<file path="src/sbss_pkg.sv">
// Shared types, codes and helper functions of the separable bilinear scale sequencer.
package sbss_pkg;

   // Widths of the fixed fields.
   localparam int unsigned ADDR_W  = 32;
   localparam int unsigned COORD_W = 12;
   localparam int unsigned SIZE_W  = 13;
   localparam int unsigned FMT_W   = 3;
   localparam int unsigned STRIDE_W = 16;
   localparam int unsigned ALPHA_W = 8;
   localparam int unsigned KIND_W  = 2;
   localparam int unsigned PHASE_W = 2;
   localparam int unsigned CSR_IDX_W = 3;
   localparam int unsigned CSR_DATA_W = 32;
   localparam int unsigned REQ_DATA_W = 104;
   localparam int unsigned RSP_DATA_W = 160;

   // Largest legal area or buffer size.
   localparam logic [SIZE_W-1:0] SIZE_MAX = 13'd4096;

   // Request operations.
   localparam logic OP_START = 1'b0;
   localparam logic OP_DONE  = 1'b1;

   // Response kinds.
   localparam logic [KIND_W-1:0] KIND_BLEND  = 2'd0;
   localparam logic [KIND_W-1:0] KIND_FINISH = 2'd1;
   localparam logic [KIND_W-1:0] KIND_BUSY   = 2'd2;

   // Sequence phases.
   localparam logic [PHASE_W-1:0] PH_IDLE  = 2'd0;
   localparam logic [PHASE_W-1:0] PH_PASS0 = 2'd1;
   localparam logic [PHASE_W-1:0] PH_PASS1 = 2'd2;

   // Pixel formats.
   localparam logic [FMT_W-1:0] FMT_ARGB8888 = 3'd0;
   localparam logic [FMT_W-1:0] FMT_RGB888   = 3'd1;

   // Register indexes.
   localparam logic [CSR_IDX_W-1:0] REG_SRC_BASE      = 3'd0;
   localparam logic [CSR_IDX_W-1:0] REG_SRC_FORMAT    = 3'd1;
   localparam logic [CSR_IDX_W-1:0] REG_SRC_BUF_WIDTH = 3'd2;
   localparam logic [CSR_IDX_W-1:0] REG_SCALE_BASE    = 3'd3;
   localparam logic [CSR_IDX_W-1:0] REG_SCALE_FORMAT  = 3'd4;
   localparam logic [CSR_IDX_W-1:0] REG_DST_BASE      = 3'd5;
   localparam logic [CSR_IDX_W-1:0] REG_DST_FORMAT    = 3'd6;
   localparam logic [CSR_IDX_W-1:0] REG_DST_BUF_WIDTH = 3'd7;

   typedef logic [SIZE_W-1:0] size_type;

   // Bytes per pixel; unknown codes count as two bytes.
   function automatic logic [2:0] bytes_per_pixel(input logic [FMT_W-1:0] fmt);
      logic [2:0] bpp;
      if (fmt == FMT_ARGB8888) begin
         bpp = 3'd4;
      end else if (fmt == FMT_RGB888) begin
         bpp = 3'd3;
      end else begin
         bpp = 3'd2;
      end
      return bpp;
   endfunction

   // A size of zero counts as one, anything above the maximum as the maximum.
   function automatic size_type clamp_size(input size_type v);
      size_type r;
      if (v == '0) begin
         r = 13'd1;
      end else if (v > SIZE_MAX) begin
         r = SIZE_MAX;
      end else begin
         r = v;
      end
      return r;
   endfunction

endpackage

</file>
<file path="src/separable_bilinear_scale_sequencer_top.sv">
// Top level of the separable bilinear scale sequencer: sequencer, shared multiply-add and divider.
//
//  channel | direction | handshake             | payload
//  req     | in        | req_tvalid/req_tready | tuser op, tdata source and destination areas
//  rsp     | out       | rsp_tvalid/rsp_tready | tuser kind, tdata blend command fields
//  csr     | in        | csr_valid/csr_ready   | csr_index, csr_data
//
// A start word runs the multiply-add steps for addresses and strides, then a restoring
// divider that yields one quotient bit per cycle. The switch to the column pass also runs the
// divider; a done word with a further command passes the background and output steps, a
// finish or a busy start only the output step. Reset is synchronous and returns the sequence
// to idle. While a word is in work req_tready is low; a stalled response holds the sequencer
// in its last step.
module separable_bilinear_scale_sequencer_top #(
   parameter int unsigned FRACTION_BITS = 16
) (
   input  logic         clock,
   input  logic         reset,
   // Request channel.
   input  logic         req_tvalid,
   output logic         req_tready,
   // Bits up: src_x[11:0], src_y[23:12], src_w[36:24], src_h[49:37], dst_x[61:50],
   // dst_y[73:62], dst_w[86:74], dst_h[99:87], zero fill [103:100].
   input  logic [sbss_pkg::REQ_DATA_W-1:0] req_tdata,
   // Bits up: op[0].
   input  logic         req_tuser,
   // Response channel.
   output logic         rsp_tvalid,
   input  logic         rsp_tready,
   // Bits up: pass[0], bg_address[32:1], fg_address[64:33], fg_alpha[72:65],
   // out_address[104:73], pixels_per_line[117:105], line_count[130:118],
   // input_skip[142:131], output_skip[154:143], zero fill [159:155].
   output logic [sbss_pkg::RSP_DATA_W-1:0] rsp_tdata,
   // Bits up: kind[1:0].
   output logic [sbss_pkg::KIND_W-1:0] rsp_tuser,
   // Register write channel.
   input  logic         csr_valid,
   output logic         csr_ready,
   input  logic [sbss_pkg::CSR_IDX_W-1:0]  csr_index,
   input  logic [sbss_pkg::CSR_DATA_W-1:0] csr_data
);

   localparam int unsigned NUM_W = sbss_pkg::COORD_W + FRACTION_BITS;
   localparam int unsigned CNT_W = $clog2(NUM_W + 1);

   // Sequencer states.
   localparam logic [3:0] ST_IDLE    = 4'd0;
   localparam logic [3:0] ST_SPIX    = 4'd1;
   localparam logic [3:0] ST_LBASE   = 4'd2;
   localparam logic [3:0] ST_DPIX    = 4'd3;
   localparam logic [3:0] ST_DSTART  = 4'd4;
   localparam logic [3:0] ST_LSTRIDE = 4'd5;
   localparam logic [3:0] ST_WSTRIDE = 4'd6;
   localparam logic [3:0] ST_DIVSET  = 4'd7;
   localparam logic [3:0] ST_DIV     = 4'd8;
   localparam logic [3:0] ST_BG      = 4'd9;
   localparam logic [3:0] ST_OUT     = 4'd10;

   // Configuration registers.
   logic [31:0] src_base_ff, scale_base_ff, dst_base_ff;
   logic [2:0]  src_format_ff, scale_format_ff, dst_format_ff;
   logic [12:0] src_buf_width_ff, dst_buf_width_ff;

   // Control state.
   logic [3:0]  state_ff, state_in;
   logic [1:0]  phase_ff, phase_in;
   logic [1:0]  kind_ff, kind_in;
   logic        rsp_valid_ff, rsp_valid_in;
   logic [CNT_W-1:0] div_cnt_ff, div_cnt_in;

   // Working registers.
   logic [12:0] steps_left_ff, steps_left_in;
   logic [31:0] blend_index_ff, blend_index_in;
   logic [31:0] blend_step_ff, blend_step_in;
   logic [31:0] line_base_ff, line_base_in;
   logic [15:0] line_stride_ff, line_stride_in;
   logic [31:0] write_address_ff, write_address_in;
   logic [15:0] write_stride_ff, write_stride_in;
   logic [31:0] dst_start_ff, dst_start_in;
   logic [12:0] saved_ff [4];
   logic [12:0] saved_in [4];
   logic [11:0] sx_ff, sy_ff, dx_ff, dy_ff;
   logic [11:0] sx_in, sy_in, dx_in, dy_in;
   logic [31:0] mac_ff, mac_in;
   logic [NUM_W-1:0] num_ff, num_in;
   logic [12:0] rem_ff, rem_in;
   logic [12:0] divisor_ff, divisor_in;
   logic [sbss_pkg::RSP_DATA_W-1:0] rsp_data_ff, rsp_data_in;
   logic [1:0]  rsp_kind_ff, rsp_kind_in;

   // Shared multiply-add operands.
   logic [31:0] mac_a, mac_c;
   logic [15:0] mac_b;
   logic [47:0] mac_prod;

   // Divider step values.
   logic [13:0] rem_shift;
   logic        rem_ge;

   // Request fields.
   logic        req_op;
   logic [11:0] req_src_x, req_src_y, req_dst_x, req_dst_y;
   logic [12:0] req_src_w, req_src_h, req_dst_w, req_dst_h;
   logic        req_accept;

   // Command field values.
   logic [31:0] cmd_fg;
   logic [7:0]  cmd_alpha;
   logic        cmd_pass;
   logic [12:0] cmd_ppl, cmd_lines;
   logic [11:0] cmd_iskip, cmd_oskip;
   logic [12:0] dbw_clamped;
   logic        out_free;
   logic [12:0] steps_dec;

   assign req_op    = req_tuser;
   assign req_src_x = req_tdata[11:0];
   assign req_src_y = req_tdata[23:12];
   assign req_src_w = req_tdata[36:24];
   assign req_src_h = req_tdata[49:37];
   assign req_dst_x = req_tdata[61:50];
   assign req_dst_y = req_tdata[73:62];
   assign req_dst_w = req_tdata[86:74];
   assign req_dst_h = req_tdata[99:87];

   assign req_tready = (state_ff == ST_IDLE);
   assign req_accept = req_tvalid && req_tready;
   assign csr_ready  = 1'b1;
   assign rsp_tvalid = rsp_valid_ff;
   assign rsp_tdata  = rsp_data_ff;
   assign rsp_tuser  = rsp_kind_ff;
   assign out_free   = !rsp_valid_ff || rsp_tready;
   assign steps_dec  = steps_left_ff - 13'd1;

   // Configuration register writes.
   always_ff @(posedge clock) begin
      if (reset) begin
         src_base_ff      <= '0;
         src_format_ff    <= '0;
         src_buf_width_ff <= 13'd320;
         scale_base_ff    <= '0;
         scale_format_ff  <= '0;
         dst_base_ff      <= '0;
         dst_format_ff    <= '0;
         dst_buf_width_ff <= 13'd480;
      end else if (csr_valid && csr_ready) begin
         unique case (csr_index)
            sbss_pkg::REG_SRC_BASE:      src_base_ff      <= csr_data;
            sbss_pkg::REG_SRC_FORMAT:    src_format_ff    <= csr_data[2:0];
            sbss_pkg::REG_SRC_BUF_WIDTH: src_buf_width_ff <= csr_data[12:0];
            sbss_pkg::REG_SCALE_BASE:    scale_base_ff    <= csr_data;
            sbss_pkg::REG_SCALE_FORMAT:  scale_format_ff  <= csr_data[2:0];
            sbss_pkg::REG_DST_BASE:      dst_base_ff      <= csr_data;
            sbss_pkg::REG_DST_FORMAT:    dst_format_ff    <= csr_data[2:0];
            sbss_pkg::REG_DST_BUF_WIDTH: dst_buf_width_ff <= csr_data[12:0];
         endcase
      end
   end

   // Shared multiply-add: operands chosen by the sequencer step.
   always_comb begin
      mac_a = '0;
      mac_b = '0;
      mac_c = '0;
      unique case (state_ff)
         ST_SPIX: begin
            mac_a = 32'(sy_ff);
            mac_b = 16'(src_buf_width_ff);
            mac_c = 32'(sx_ff);
         end
         ST_LBASE: begin
            mac_a = mac_ff;
            mac_b = 16'(sbss_pkg::bytes_per_pixel(src_format_ff));
            mac_c = src_base_ff;
         end
         ST_DPIX: begin
            mac_a = 32'(dy_ff);
            mac_b = 16'(dst_buf_width_ff);
            mac_c = 32'(dx_ff);
         end
         ST_DSTART: begin
            mac_a = mac_ff;
            mac_b = 16'(sbss_pkg::bytes_per_pixel(dst_format_ff));
            mac_c = dst_base_ff;
         end
         ST_LSTRIDE: begin
            mac_a = 32'(src_buf_width_ff);
            mac_b = 16'(sbss_pkg::bytes_per_pixel(src_format_ff));
         end
         ST_WSTRIDE: begin
            mac_a = 32'(saved_ff[0]);
            mac_b = 16'(sbss_pkg::bytes_per_pixel(scale_format_ff));
         end
         ST_BG: begin
            mac_a = 32'(blend_index_ff[31:FRACTION_BITS]);
            mac_b = line_stride_ff;
            mac_c = line_base_ff;
         end
         ST_OUT: begin
            // The background address stays put while the response waits.
            mac_c = mac_ff;
         end
         default: begin
            mac_a = '0;
         end
      endcase
   end

   assign mac_prod = mac_a * mac_b;
   assign mac_in   = mac_prod[31:0] + mac_c;

   // One restoring division step: shift in the next dividend bit and try the divisor.
   assign rem_shift = {rem_ff, num_ff[NUM_W-1]};
   assign rem_ge    = (rem_shift >= {1'b0, divisor_ff});

   // Command fields from the working state.
   assign dbw_clamped = sbss_pkg::clamp_size(dst_buf_width_ff);
   assign cmd_fg      = mac_ff + 32'(line_stride_ff);
   assign cmd_alpha   = blend_index_ff[FRACTION_BITS-1 -: 8];
   assign cmd_pass    = (phase_ff == sbss_pkg::PH_PASS1);
   assign cmd_ppl     = cmd_pass ? 13'd1 : saved_ff[0];
   assign cmd_lines   = cmd_pass ? saved_ff[3] : 13'd1;
   assign cmd_iskip   = cmd_pass ? 12'(saved_ff[0] - 13'd1) : 12'd0;
   assign cmd_oskip   = cmd_pass ? 12'(dbw_clamped - 13'd1) : 12'd0;

   // Sequencer.
   always_comb begin
      state_in         = state_ff;
      phase_in         = phase_ff;
      kind_in          = kind_ff;
      rsp_valid_in     = rsp_valid_ff;
      div_cnt_in       = div_cnt_ff;
      steps_left_in    = steps_left_ff;
      blend_index_in   = blend_index_ff;
      blend_step_in    = blend_step_ff;
      line_base_in     = line_base_ff;
      line_stride_in   = line_stride_ff;
      write_address_in = write_address_ff;
      write_stride_in  = write_stride_ff;
      dst_start_in     = dst_start_ff;
      saved_in         = saved_ff;
      sx_in            = sx_ff;
      sy_in            = sy_ff;
      dx_in            = dx_ff;
      dy_in            = dy_ff;
      num_in           = num_ff;
      rem_in           = rem_ff;
      divisor_in       = divisor_ff;
      rsp_data_in      = rsp_data_ff;
      rsp_kind_in      = rsp_kind_ff;

      // The response register empties when its word is taken.
      if (rsp_valid_ff && rsp_tready) begin
         rsp_valid_in = 1'b0;
      end

      unique case (state_ff)
         ST_IDLE: begin
            if (req_accept) begin
               priority if (req_op == sbss_pkg::OP_START) begin
                  if (phase_ff != sbss_pkg::PH_IDLE) begin
                     kind_in  = sbss_pkg::KIND_BUSY;
                     state_in = ST_OUT;
                  end else begin
                     sx_in       = req_src_x;
                     sy_in       = req_src_y;
                     dx_in       = req_dst_x;
                     dy_in       = req_dst_y;
                     saved_in[0] = sbss_pkg::clamp_size(req_src_w);
                     saved_in[1] = sbss_pkg::clamp_size(req_src_h);
                     saved_in[2] = sbss_pkg::clamp_size(req_dst_w);
                     saved_in[3] = sbss_pkg::clamp_size(req_dst_h);
                     kind_in     = sbss_pkg::KIND_BLEND;
                     state_in    = ST_SPIX;
                  end
               end else if (phase_ff == sbss_pkg::PH_IDLE) begin
                  // A done word while idle is dropped.
                  state_in = ST_IDLE;
               end else if (steps_dec != '0) begin
                  steps_left_in    = steps_dec;
                  write_address_in = write_address_ff + 32'(write_stride_ff);
                  blend_index_in   = blend_index_ff + blend_step_ff;
                  kind_in          = sbss_pkg::KIND_BLEND;
                  state_in         = ST_BG;
               end else if (phase_ff == sbss_pkg::PH_PASS0) begin
                  // Switch to the column pass over the scale buffer.
                  phase_in         = sbss_pkg::PH_PASS1;
                  steps_left_in    = saved_ff[2];
                  line_stride_in   = 16'(sbss_pkg::bytes_per_pixel(scale_format_ff));
                  write_stride_in  = 16'(sbss_pkg::bytes_per_pixel(dst_format_ff));
                  line_base_in     = scale_base_ff;
                  write_address_in = dst_start_ff;
                  num_in           = {12'(saved_ff[0] - 13'd1), {FRACTION_BITS{1'b0}}};
                  rem_in           = '0;
                  divisor_in       = saved_ff[2];
                  div_cnt_in       = CNT_W'(NUM_W);
                  kind_in          = sbss_pkg::KIND_BLEND;
                  state_in         = ST_DIV;
               end else begin
                  steps_left_in = steps_dec;
                  phase_in      = sbss_pkg::PH_IDLE;
                  kind_in       = sbss_pkg::KIND_FINISH;
                  state_in      = ST_OUT;
               end
            end
         end
         ST_SPIX: begin
            state_in = ST_LBASE;
         end
         ST_LBASE: begin
            state_in = ST_DPIX;
         end
         ST_DPIX: begin
            line_base_in = mac_ff;
            state_in     = ST_DSTART;
         end
         ST_DSTART: begin
            state_in = ST_LSTRIDE;
         end
         ST_LSTRIDE: begin
            dst_start_in = mac_ff;
            state_in     = ST_WSTRIDE;
         end
         ST_WSTRIDE: begin
            line_stride_in = mac_ff[15:0];
            state_in       = ST_DIVSET;
         end
         ST_DIVSET: begin
            // Line pass: step from source height to destination height.
            write_stride_in  = mac_ff[15:0];
            write_address_in = scale_base_ff;
            steps_left_in    = saved_ff[3];
            phase_in         = sbss_pkg::PH_PASS0;
            num_in           = {12'(saved_ff[1] - 13'd1), {FRACTION_BITS{1'b0}}};
            rem_in           = '0;
            divisor_in       = saved_ff[3];
            div_cnt_in       = CNT_W'(NUM_W);
            state_in         = ST_DIV;
         end
         ST_DIV: begin
            if (div_cnt_ff == '0) begin
               blend_step_in  = 32'(num_ff);
               blend_index_in = 32'(num_ff) >> 1;
               state_in       = ST_BG;
            end else begin
               num_in     = {num_ff[NUM_W-2:0], rem_ge};
               rem_in     = rem_ge ? 13'(rem_shift - {1'b0, divisor_ff}) : rem_shift[12:0];
               div_cnt_in = div_cnt_ff - CNT_W'(1);
            end
         end
         ST_BG: begin
            state_in = ST_OUT;
         end
         ST_OUT: begin
            if (out_free) begin
               rsp_valid_in = 1'b1;
               rsp_kind_in  = kind_ff;
               if (kind_ff == sbss_pkg::KIND_BLEND) begin
                  rsp_data_in = {5'd0, cmd_oskip, cmd_iskip, cmd_lines, cmd_ppl,
                                 write_address_ff, cmd_alpha, cmd_fg, mac_ff, cmd_pass};
               end else begin
                  rsp_data_in = '0;
               end
               state_in = ST_IDLE;
            end
         end
         default: begin
            state_in = ST_IDLE;
         end
      endcase
   end

   // Control registers.
   always_ff @(posedge clock) begin
      if (reset) begin
         state_ff      <= ST_IDLE;
         phase_ff      <= sbss_pkg::PH_IDLE;
         kind_ff       <= sbss_pkg::KIND_BLEND;
         rsp_valid_ff  <= 1'b0;
         div_cnt_ff    <= '0;
         steps_left_ff <= '0;
      end else begin
         state_ff      <= state_in;
         phase_ff      <= phase_in;
         kind_ff       <= kind_in;
         rsp_valid_ff  <= rsp_valid_in;
         div_cnt_ff    <= div_cnt_in;
         steps_left_ff <= steps_left_in;
      end
   end

   // Working and payload registers.
   always_ff @(posedge clock) begin
      blend_index_ff   <= blend_index_in;
      blend_step_ff    <= blend_step_in;
      line_base_ff     <= line_base_in;
      line_stride_ff   <= line_stride_in;
      write_address_ff <= write_address_in;
      write_stride_ff  <= write_stride_in;
      dst_start_ff     <= dst_start_in;
      saved_ff         <= saved_in;
      sx_ff            <= sx_in;
      sy_ff            <= sy_in;
      dx_ff            <= dx_in;
      dy_ff            <= dy_in;
      mac_ff           <= mac_in;
      num_ff           <= num_in;
      rem_ff           <= rem_in;
      divisor_ff       <= divisor_in;
      rsp_data_ff      <= rsp_data_in;
      rsp_kind_ff      <= rsp_kind_in;
   end

endmodule
</file>
<file path="config.mk">
export PLATFORM = sky130hd
export DESIGN_NAME = separable_bilinear_scale_sequencer_top
export DESIGN_NICKNAME = d
export VERILOG_FILES = /design/src/sbss_pkg.sv /design/src/separable_bilinear_scale_sequencer_top.sv
export SDC_FILE = /design/constraint.sdc
export NUM_CORES = 2
export LEC_CHECK = 0
export ABC_AREA = 1
export BUFFER_PORTS_ARGS = -buffer_cell sky130_fd_sc_hd__buf_4
export CAP_MARGIN = 20
export CORE_MARGIN = 2
export CORE_UTILIZATION = 55
export CTS_CLUSTER_SIZE = 14
export DETAILED_ROUTE_END_ITERATION = 7
export HOLD_SLACK_MARGIN = 0.12
export PLACE_DENSITY = 0.77
export SETUP_SLACK_MARGIN = 0.3
export SLEW_MARGIN = 15
export SYNTH_ARGS = -nofsm -noshare
export SYNTH_HDL_FRONTEND = slang
export SYNTH_SLANG_ARGS = --single-unit
</file>
<file path="constraint.sdc">
create_clock -name clock -period 13.9 [get_ports clock]
set_input_delay 2.78 -clock clock [delete_from_list [all_inputs] [get_ports clock]]
set_output_delay 2.78 -clock clock [all_outputs]
set_load 0.01 [all_outputs]
</file>
==> out/metrics.csv <==
metric,value,unit
ys_async_sr_fraction,0,%
hold_violations,0,
setup_violations,0,
path_class,register to register,
vias_per_cell,5.60,
fmax,121,MHz
final_common_cell,nand2_1,
io_pins,310,
cp_max_fo,26,
synth-xor-area-share,1.75,%
hold_path.class,register to register,
grt_pass1_vias,35100,
grt_pass1_wl,205000,µm
h-tree-depth,3,
grt.overflow.total,0,
status,completed,
synth_compound_area_share,10.4,%
track_usage,32.6,%
most-common-layout-cells,"nand2_1, inv_1, nor2_1",
synth_top_family_by_area,adder cells,
io_buffers,299,
numCtsBuffers,76,
yosysUniqueCellTypes,63,
drt_iter0_markers,4300,
pre_cts_slack,5.79,ns
avgRoutedWirePerCell,20.8,µm
utilization,63.1,%
ant_nets,0,
fin_ws,5.63,ns
holdWs,0.448,ns
syn2layout_area_growth,13.7,%
cts_root_buf,clkbuf_16,
die_h,289,µm
placed_cells,6332,
start_util,55.5,%
cts_tree,done,
syn_inst,5015,
seq_area,18800,µm²
stdcell_count,6480,
path_common_cell,inv_1,
path_clk_slew,0.06,ns
maxSlewViolCount,0,
ir_worst_vdd,0.000142,V
start_kind,register,
drv_cap,0,
antenna_found_initial,7,
synth_top_flop_cell,edfxtp_1,
worst_slew_pin_slew,1.22,ns
dr.pass1.iters,6,
power_density,115,nW/µm²
vias,36300,
dpl.hpwl,104000,µm
max_slew_margin,18.7,%
finalCritPeriodShare,59.5,%
coreArea,80400,µm²
synth-simple-area-share,17.5,%
drive_above_1_share,10.4,%
ys_seq_area_share,42.1,%
finalInstanceArea,50700,µm²
ys_warn_count,0,
slowest_stage,nor2_2,
drc,0,
cp.arrival,8.78,ns
slowest_delay,0.77,ns
synth.area.mux_share,0,%
ys_ff_latch,688,
synth_edf_count,498,
dieWidth,289,µm
grt_max_degree,158,
tns,0,ns
drt-total-wl,135000,µm
cts_resized,0,
synth_fa_ha_area_share,19.4,%
post_cts_buffers,0,
cts.sinks,688,
ctsHoldBuffers,0,
synth_area,44600,µm²
fin_nets,5982,
syn_area_per_cell,8.89,µm²
worstSkewPairLatency,0.65,ns
fp-row-count,104,
clock_path_buffers,3,
design.die.area,83400,µm²
period_minus_slack,8.27,ns
rsz0062_at_grt,no,
crit_required,14.41,ns
place_area,48100,µm²
crit_path_end_kind,register,
globalplace.congestion,0.991,
clock-skew-final,0.0358,ns
multi_input_area,22200,µm²
power,5.83,mW
fillers,6630,
p_leak,22.5,nW
power breakdown:
group	internal (mW)	leakage, nW	switching, mW	total, mW
clock	1.17	1.23	0.883	2.05
combinational	0.477	15.1	0.922	1.40
sequential	2.30	6.10	0.0809	2.38
worst max-delay path, delay by kind of cell, from the launching register on:
kind                     cells  cell delay (ns)
adder cells (fa/ha/maj)      7             3.40
AND/OR/NAND/NOR             12             2.46
buffers and inverters        9             1.27
flip-flops                   1             0.46
AO/OA/AOI/OAI                2             0.36
XOR/XNOR                     1             0.14
layer usage:
metal	global-route usage, %	vias up	part of all wire, %
met5	0	-	0.023
met4	10.2	4	3.3
met3	9.99	265	13
met2	49.3	1970	44
met1	45.1	17300	40
li1	-	16700	-
final timing paths:
path	startpoint	to	slack, ns	cells after the start
worst max-delay path	state_ff[0]	mac_ff[28]	5.63	31
worst min-delay path	num_ff[6]	blend_step_ff[6]	0.45	0
worst max register to register	state_ff[0]	mac_ff[28]	5.63	31
worst min register to register	num_ff[6]	blend_step_ff[6]	0.45	0
state kept, by name, summed over array words and instances (netlist names), 28 cells and up:
register          count
blend_index_ff       32
num_ff               28
scale_base_ff        32
src_base_ff          32
write_address_ff     32
dst_base_ff          32
blend_step_ff        28
dst_start_ff         32
rsp_tdata           155
mac_ff               32
saved_ff             51
line_base_ff         32
final cells by class:
class	count	share of cell area (%)
multi-input combinational	3370	43.8
sequential	688	37.0
inverter	875	6.48
timing repair buffer	340	5.10
clock buffer	98	4.01
tap	1060	2.61
clock inverter	44	1.01
antenna	5	0.0247
cell families (layout without fill, tap and decap cells):
group | Yosys count | in the layout
simple gates | 1887 | 1887
buf+inv | 1039 | 1357
compound gates | 822 | 822
flops | 688 | 688
fa+ha+maj | 488 | 488
xor+xnor | 89 | 89
other cells | 2 | 89
cells in the mapped netlist, types with 4 or more instances:
library cell	instances	area (µm²)
nand3b_1	10	75.1
nand4_1	32	200
o2111ai_1	9	78.8
nor2_1	767	2880
o221ai_1	10	87.6
a21oi_2	5	43.8
or2_2	5	31.3
dfxtp_1	190	3800
buf_4	8	60.1
nor4_4	6	128
a221oi_1	33	289
a21o_1	15	113
a31oi_1	15	93.8
inv_1	847	3180
a21oi_1	228	1140
o21ai_1	47	235
buf_1	8	30.0
o21bai_1	12	90.1
nand2_1	845	3170
nor4_1	17	106
clkbuf_1	114	428
nand3_1	123	616
nand2_2	8	50.1
xnor2_1	29	254
fa_1	338	6770
a21boi_0	7	52.6
nor2_4	12	135
buf_6	4	45.0
nor3_1	35	175
buf_2	30	150
o211ai_1	21	158
edfxtp_1	498	15000
o21a_1	14	105
o22ai_1	9	56.3
nor2_2	17	106
ha_1	148	1850
o21ai_0	378	1890
inv_2	26	97.6
xor2_1	60	526
No activity file was read; power rests on OpenSTA's default activity.
